--- src/hw/rtl/assert_macros.svh ---
// Assertion helper macros shared by the RTL.
`ifndef ASSERT_MACROS_SVH
`define ASSERT_MACROS_SVH

// Implication checked at every clock edge outside reset.
`define ASSERT_IMPL(label, clk, rst, ante, cons, msg) \
   label: assert property (@(posedge clk) disable iff (rst) (ante) |-> (cons)) \
      else $error(msg);

// Next-cycle implication checked outside reset.
`define ASSERT_NEXT(label, clk, rst, ante, cons, msg) \
   label: assert property (@(posedge clk) disable iff (rst) (ante) |=> (cons)) \
      else $error(msg);

`endif

--- src/hw/rtl/plob_pkg.sv ---
// ----------------------------------------------------------------------------
// plob_pkg
// Types and codes for the price-level order book.
// ----------------------------------------------------------------------------
`default_nettype none

package plob_pkg;

   typedef struct packed {
      logic [5:0]  symbol;
      logic        side;
      logic [31:0] price;
      logic [31:0] quantity;
   } req_type;

   typedef struct packed {
      logic [2:0]  outcome;
      logic [4:0]  side_depth;
      logic        has_bid;
      logic [31:0] best_bid_price;
      logic [31:0] best_bid_size;
      logic        has_ask;
      logic [31:0] best_ask_price;
      logic [31:0] best_ask_size;
   } rsp_type;

   typedef enum logic [2:0] {
      OC_DELETED     = 3'd0,
      OC_UPDATED     = 3'd1,
      OC_INSERTED    = 3'd2,
      OC_EVICTED     = 3'd3,
      OC_DEL_MISSING = 3'd4,
      OC_DROPPED     = 3'd5
   } outcome_type;

   typedef enum logic [2:0] {
      ST_IDLE,
      ST_READ,
      ST_EVAL,
      ST_TOP,
      ST_OUT
   } state_type;

   // controller to datapath
   typedef struct packed {
      logic load;   // capture request word, start row read
      logic eval;   // search row and work out new row
      logic top;    // read best levels of both sides
      logic fill;   // build response word
   } cmd_type;

   // datapath to controller
   typedef struct packed {
      logic out_of_range;
   } sts_type;

endpackage

`default_nettype wire

--- src/hw/rtl/plob_ctrl.sv ---
// ----------------------------------------------------------------------------
// plob_ctrl
// Sequencer: load, row read, evaluate and write back, top read, respond.
// ----------------------------------------------------------------------------
`default_nettype none

module plob_ctrl (
   input  wire logic              clock,
   input  wire logic              reset,
   input  wire logic              req_valid,
   output logic                   req_ready,
   output logic                   rsp_valid,
   input  wire logic              rsp_ready,
   output plob_pkg::cmd_type      cmd,
   input  wire plob_pkg::sts_type sts
);

   plob_pkg::state_type state_ff, state_in;
   logic                rsp_valid_ff, rsp_valid_in;

   // state register
   always_ff @(posedge clock) begin
      if (reset) begin
         state_ff     <= plob_pkg::ST_IDLE;
         rsp_valid_ff <= 1'b0;
      end else begin
         state_ff     <= state_in;
         rsp_valid_ff <= rsp_valid_in;
      end
   end

   // next state and commands
   always_comb begin
      state_in     = state_ff;
      rsp_valid_in = rsp_valid_ff;
      cmd          = '0;
      req_ready    = 1'b0;
      if (rsp_valid_ff && rsp_ready) rsp_valid_in = 1'b0;
      unique case (state_ff)
         plob_pkg::ST_IDLE: begin
            req_ready = 1'b1;
            if (req_valid) begin
               cmd.load = 1'b1;
               state_in = plob_pkg::ST_READ;
            end
         end
         plob_pkg::ST_READ: begin
            state_in = plob_pkg::ST_EVAL;
         end
         plob_pkg::ST_EVAL: begin
            cmd.eval = !sts.out_of_range;
            state_in = plob_pkg::ST_TOP;
         end
         plob_pkg::ST_TOP: begin
            cmd.top  = 1'b1;
            state_in = plob_pkg::ST_OUT;
         end
         plob_pkg::ST_OUT: begin
            // wait for the output register to free up
            if (!rsp_valid_ff || rsp_ready) begin
               cmd.fill     = 1'b1;
               rsp_valid_in = 1'b1;
               state_in     = plob_pkg::ST_IDLE;
            end
         end
         default: state_in = plob_pkg::ST_IDLE;
      endcase
   end

   assign rsp_valid = rsp_valid_ff;

endmodule

`default_nettype wire

--- config.mk ---
export PLATFORM = sky130hd
export DESIGN_NAME = plob_ctrl
export DESIGN_NICKNAME = d
export VERILOG_FILES = /design/src/hw/rtl/assert_macros.svh /design/src/hw/rtl/plob_pkg.sv /design/src/hw/rtl/plob_ctrl.sv
export SDC_FILE = /design/constraint.sdc
export NUM_CORES = 1
export LEC_CHECK = 0
export BUFFER_PORTS_ARGS = -buffer_cell sky130_fd_sc_hd__buf_4
export CORE_AREA = 2 2 39 41
export DETAILED_ROUTE_END_ITERATION = 8
export DIE_AREA = 0 0 41 43
export HOLD_SLACK_MARGIN = 0.05
export SLEW_MARGIN = 20
export SYNTH_ARGS = -nofsm -noshare
export SYNTH_HDL_FRONTEND = slang
export SYNTH_SLANG_ARGS = --single-unit
--- constraint.sdc ---
create_clock -name clock -period 1.3 [get_ports clock]
set_input_delay 0 -clock clock [delete_from_list [all_inputs] [get_ports clock]]
set_output_delay 0 -clock clock [all_outputs]
set_load 0.01 [all_outputs]
==> results_dict.tcl, run 1 <==
set metrics [dict create \
    path_clk_slew_ps 40 \
    ctsLongestPathBuffers 2 \
    ff2ff_path_depth 3 \
    post-place-cells 44 \
    grt_pass1_vias 160 \
    setup_viol 0 \
    rsz0062_at_grt "true" \
    io_buffer_count 10 \
    crit_slowest_cell "or3b_4" \
    synth_top_cell_by_area "dfxtp_1" \
    hold_path_depth 3 \
    path_max_fanout 4 \
    diodes 0 \
    yosysWarnings 0 \
    power.leakage_nw 0.1628 \
    path_cells "or3b_4 > and2b_2 > buf_6" \
    fin_util_pct 26.85 \
    final_nets 44 \
    gr-usage-met3_pct 7.853 \
    met2_usage_pct 5.625 \
    maxCapViolCount 0 \
    grt.total_usage_pct 5.717 \
    status "finished clean" \
    timing.hold.ws_ps 97.15 \
    cts_tree "built" \
    crit_type "reg -> out" \
    vias 207 \
    drt_iter0_drc 2 \
    r2r_end "state_ff[2]$_SDFFE_PP0P_" \
    drive_gt1_share_pct 64.86 \
    synth_cells 18 \
    r2r_setup_slack_ps 150 \
    die-area_um2 1763 \
    die_w_um 41 \
    slew_headroom_pct 83.86 \
    antenna_left 0 \
    met1_usage_pct 7.692 \
    cp-start-kind "flop" \
    cts_htree_levels 1 \
    worstHoldStart "rsp_ready" \
    totalNegativeSetupSlack_ps 0 \
    grt_max_degree 8 \
    grt.busiest_layer "met3" \
    critPathTopFamily "simple AND/OR/NAND/NOR gates" \
    root_buffer "clkbuf_4" \
    clock-sinks 4 \
    p_total_uw 377.8 \
    r2r_start "state_ff[2]$_SDFFE_PP0P_" \
    crit_required_ps 1300 \
    finalHoldViolCount 0 \
    drv_slew 0 \
    finalWirelength_um 427 \
    place_area_um2 284.0 \
    die_height_um 43 \
    clock_latency_ps 230 \
    min_path_type "in -> reg" \
    grt_first_pass_wirelength_um 634 \
    drt_pass1_iterations 2 \
    synth_seq_cells 4 \
    fin_crit_ps 1279 \
    worst_pin_slew_ps 238.8 \
    num_rows 14 \
    antenna_found_initial 0 \
    design_area_um2 371.6 \
    place_hpwl_um 285.4 \
    area_growth_syn_to_layout_pct 96.69 \
    fin_crit_sh_pct 98.40 \
    hold_path_end "state_ff[2]$_SDFFE_PP0P_" \
    synth_area_per_cell_um2 10.50 \
    drc 0 \
    crit_path_max_incr_delay_ps 400 \
    routabilityCongestion 0.5922 \
    core_um2 1384 \
    cts_made_buffers 3 \
    power_density_nw_per_um2 1017 \
    setup_ws_ps 20.83 \
    yosysTopAreaCellShare_pct 42.38 \
    netlist_area_um2 188.9 \
    start_util_pct 13.65 \
    cp-end-kind "output pin" \
    synthTopCellsByArea "dfxtp_1 (42%), o31ai_2 (6.6%), or3b_4 (6.0%)" \
    gr-total-overflow 0 \
    wl_per_cell_um 8.057 \
    skew_ps 5.487 \
    critPathArrivalTime_ps 1280 \
    dp_worst_setup_slack_ps 163.1 \
    via_per_inst 3.906 \
    final_cells 53 \
    fillCellCount 152 \
    synth_nets 23 \
    fmax_mhz 781.8 \
    seq_area_frac_synth_pct 42.38 \
    cp.depth 3 \
    vdd_drop_max_uv 593.9 \
    path_buf_inv 1 \
    ys_types 14 \
    num_io_pins 11 \
]
-- cells by family after synthesis --
| family | after synthesis | share of synthesized area [%] |
|---|---|---|
| and+or+nand+nor | 11 | 43.71 |
| DFF | 4 | 42.39 |
| AOI/OAI and AO/OA | 2 | 9.268 |
| xor gates and xnor gates | 1 | 4.637 |
-- layer usage --
metal | share of wire, % | routed length (um) | up-vias
li1 | - | - | 108
met1 | 43 | 182 | 91
met2 | 46 | 195 | 8
met3 | 11 | 49 | 0
met4 | 0 | 0 | 0
met5 | 0 | 0 | -
-- how the worst max path moves through the flow --
stage / from / to
2_1_floorplan: state_ff[1]$_SDFFE_PP0P_ / state_ff[2]$_SDFFE_PP0P_
3_3_place_gp: state_ff[2]$_SDFFE_PP0P_ / cmd[0]
3_5_place_dp: state_ff[2]$_SDFFE_PP0P_ / cmd[0]
4_1_cts: state_ff[1]$_SDFFE_PP0P_ / cmd[0]
5_1_grt: state_ff[1]$_SDFFE_PP0P_ / cmd[0]
6_report: state_ff[1]$_SDFFE_PP0P_ / cmd[0]
-- flip-flops by register name, summed over array words and instances (netlist names) --
register   count
state_ff       3
rsp_valid      1
-- tightest hold or removal path: stages --
cell and delay, ps:
buf_4 70, nand2b_1 140, o31ai_2 70
-- cells in the final DEF, fill, tap and decap left out, drive strengths merged --
master       count
nand2b           1
nor4b            1
clkbuf           3
a21oi            1
o31ai            1
dlygate4sd3      2
dfxtp            4
buf             14
nor3             2
and2             1
xnor2            1
nor2             1
and2b            1
and3b            1
or4bb            1
nor4             1
or3b             1
-- layout make-up --
type / count / area [um^2] / area share [%]
Clock buffer: 3 / 22.52 / 6.061
Tap cell: 16 / 20.02 / 5.387
Timing Repair Buffer: 16 / 128.9 / 34.68
Multi-Input combinational cell: 14 / 108.9 / 29.29
Sequential cell: 4 / 91.34 / 24.58
-- where the power goes --
part / switching [mW] / leakage (nW) / internal, mW
Clock: 0.0459 / 0.0138 / 0.103
Sequential: 0.00605 / 0.0348 / 0.131
Combinational: 0.0351 / 0.114 / 0.0565
-- synthesized netlist by cell type --
master / n
dfxtp_1: 4
nor3_1: 2
a21oi_1: 1
and2_1: 1
and2b_2: 1
and3b_2: 1
nand2b_1: 1
nor2_1: 1
nor4_1: 1
nor4b_1: 1
o31ai_2: 1
or3b_4: 1
or4bb_1: 1
xnor2_1: 1
-- what timing repair did --
item / CTS / global route
pin swaps: 1 / 1
buffers inserted: 2 / 2
hold buffers: 2 / 0
gates resized for setup: 6 / 1
endpoints found under the setup margin: 1 / 1
endpoints found under the hold margin: 4 / 0
Note: power is estimated with default switching activity, not from simulation.
==> run 2, diff against run 1 <==
- GPL_ROUTABILITY_DRIVEN: default -> 0
- PLACE_DENSITY: default -> 0.38
==> run 2 against run 1 <==
Effect of this change:
- first-iteration DRC count rose to 3.0 times the previous value
- worst setup slack better by 12 ps
- largest power group unchanged
- register-to-register slack worse by 30 ps
- hold slack worse by 30 ps
- design area down 3.7%
- sequential power about the same
- clock power up 3%
- via count up 4.3%
==> results_dict.tcl, run 2 (same netlist as run 1, synthesis figures left out) <==
set metrics [dict create \
    grt_first_pass_wirelength_um 862 \
    final_nets 43 \
    crit_type "reg -> out" \
    cts_made_buffers 3 \
    antenna_left 0 \
    largest_reg_flops 3 \
    root_buffer "clkbuf_4" \
    drt_iter0_drc 6 \
    final_cell_mix "buf_4 (14), clkbuf_4 (3), dfxtp_4 (3), nor3_1 (2)" \
    drc 0 \
    diodes 0 \
    fmax_mhz 789.2 \
    die_w_um 41 \
    met2_usage_pct 10.00 \
    io_buffer_count 10 \
    met1_usage_pct 8.039 \
    slew_headroom_pct 82.98 \
    drt_pass1_iterations 3 \
    drv_slew 0 \
    power.leakage_nw 0.1579 \
    fin_crit_ps 1267 \
    core_um2 1384 \
    regMostFlops "state_ff" \
    rsz0062_at_grt "true" \
    via_per_inst 4.154 \
    clock_latency_ps 230 \
    antenna_found_initial 0 \
    num_rows 14 \
    gr-total-overflow 0 \
    start_util_pct 13.65 \
    num_io_pins 11 \
    path_max_fanout 7 \
    gr-usage-met3_pct 7.853 \
    setup_viol 0 \
    cp-start-kind "flop" \
    totalNegativeSetupSlack_ps 0 \
    wl_per_cell_um 10.50 \
    drive_gt1_share_pct 66.67 \
    die-area_um2 1763 \
    fin_crit_sh_pct 97.47 \
    finalWirelength_um 546 \
    finalHoldViolCount 0 \
    cts_tree "built" \
    clock-sinks 4 \
    final_cells 52 \
    status "finished clean" \
    ctsLongestPathBuffers 2 \
    grt_max_degree 8 \
    area_growth_syn_to_layout_pct 89.40 \
    power_density_nw_per_um2 1069 \
    final_common_cell "buf_4" \
    worst_pin_slew_ps 251.8 \
    grt_pass1_vias 201 \
    vias 216 \
    crit_required_ps 1300 \
    critPathArrivalTime_ps 1270 \
    post-place-cells 44 \
    path_clk_slew_ps 30 \
    min_path_type "in -> reg" \
    grt.busiest_layer "met2" \
    timing.hold.ws_ps 67.57 \
    maxCapViolCount 0 \
    cp-end-kind "output pin" \
    grt.total_usage_pct 8.133 \
    cts_htree_levels 1 \
    skew_ps 6.629 \
    p_total_uw 382.4 \
    vdd_drop_max_uv 448.6 \
    die_height_um 43 \
]
-- run 2: worst max-delay path, cell delays in order (launching register included) --
cell and delay, ps:
dfxtp_4 350, or3b_4 370, and2b_2 210, buf_4 110
-- run 2: final timing paths --
path / startpoint / end / slack (ps) / depth (start not counted)
setup / recovery: state_ff[1]$_SDFFE_PP0P_ / cmd[0] / 30 / 3
hold / removal: req_valid / state_ff[0]$_SDFFE_PP0P_ / 70 / 3
setup reg to reg: state_ff[2]$_SDFFE_PP0P_ / state_ff[2]$_SDFFE_PP0P_ / 120 / 3
hold reg to reg: rsp_valid$_SDFF_PP0_ / state_ff[2]$_SDFFE_PP0P_ / 550 / 2
-- run 2: final cells by class --
cell class	instances	area, um^2
clock buffer	3	22.52
multi-input combinational	14	108.9
sequential	4	91.34
fill	156	1026
timing repair buffer	15	115.1
tap	16	20.02
-- run 2: timing repair --
action,4_1_cts,5_1_grt
pin swaps,1,0
resized for setup,6,0
endpoints found under the setup margin,1,1
setup buffers,3,1
hold endpoints to repair,4,0
hold buffers,1,0
-- run 2: through the flow --
stage | setup slack [ps] | utilization (%) | area [um^2]
5_1_grt | -0.9240 | 25.86 | 357.8
6_report | 32.87 | 25.86 | 357.8
3_3_place_gp | 192.1 | 20.52 | 284.0
4_1_cts | 24.79 | 25.32 | 350.3
2_1_floorplan | 268.2 | - | 188.9
3_5_place_dp | 158.4 | 20.52 | 284.0
-- run 2: metal layers --
layer,vias to the layer above,share of wire (%)
li1,104,-
met1,98,44
met2,14,45
met3,0,11
met4,0,0
met5,-,0
-- run 2: power breakdown --
| part | internal, mW | switching [mW] |
|---|---|---|
| Combinational | 0.0541 | 0.0352 |
| Clock | 0.103 | 0.0496 |
| Sequential | 0.132 | 0.00887 |
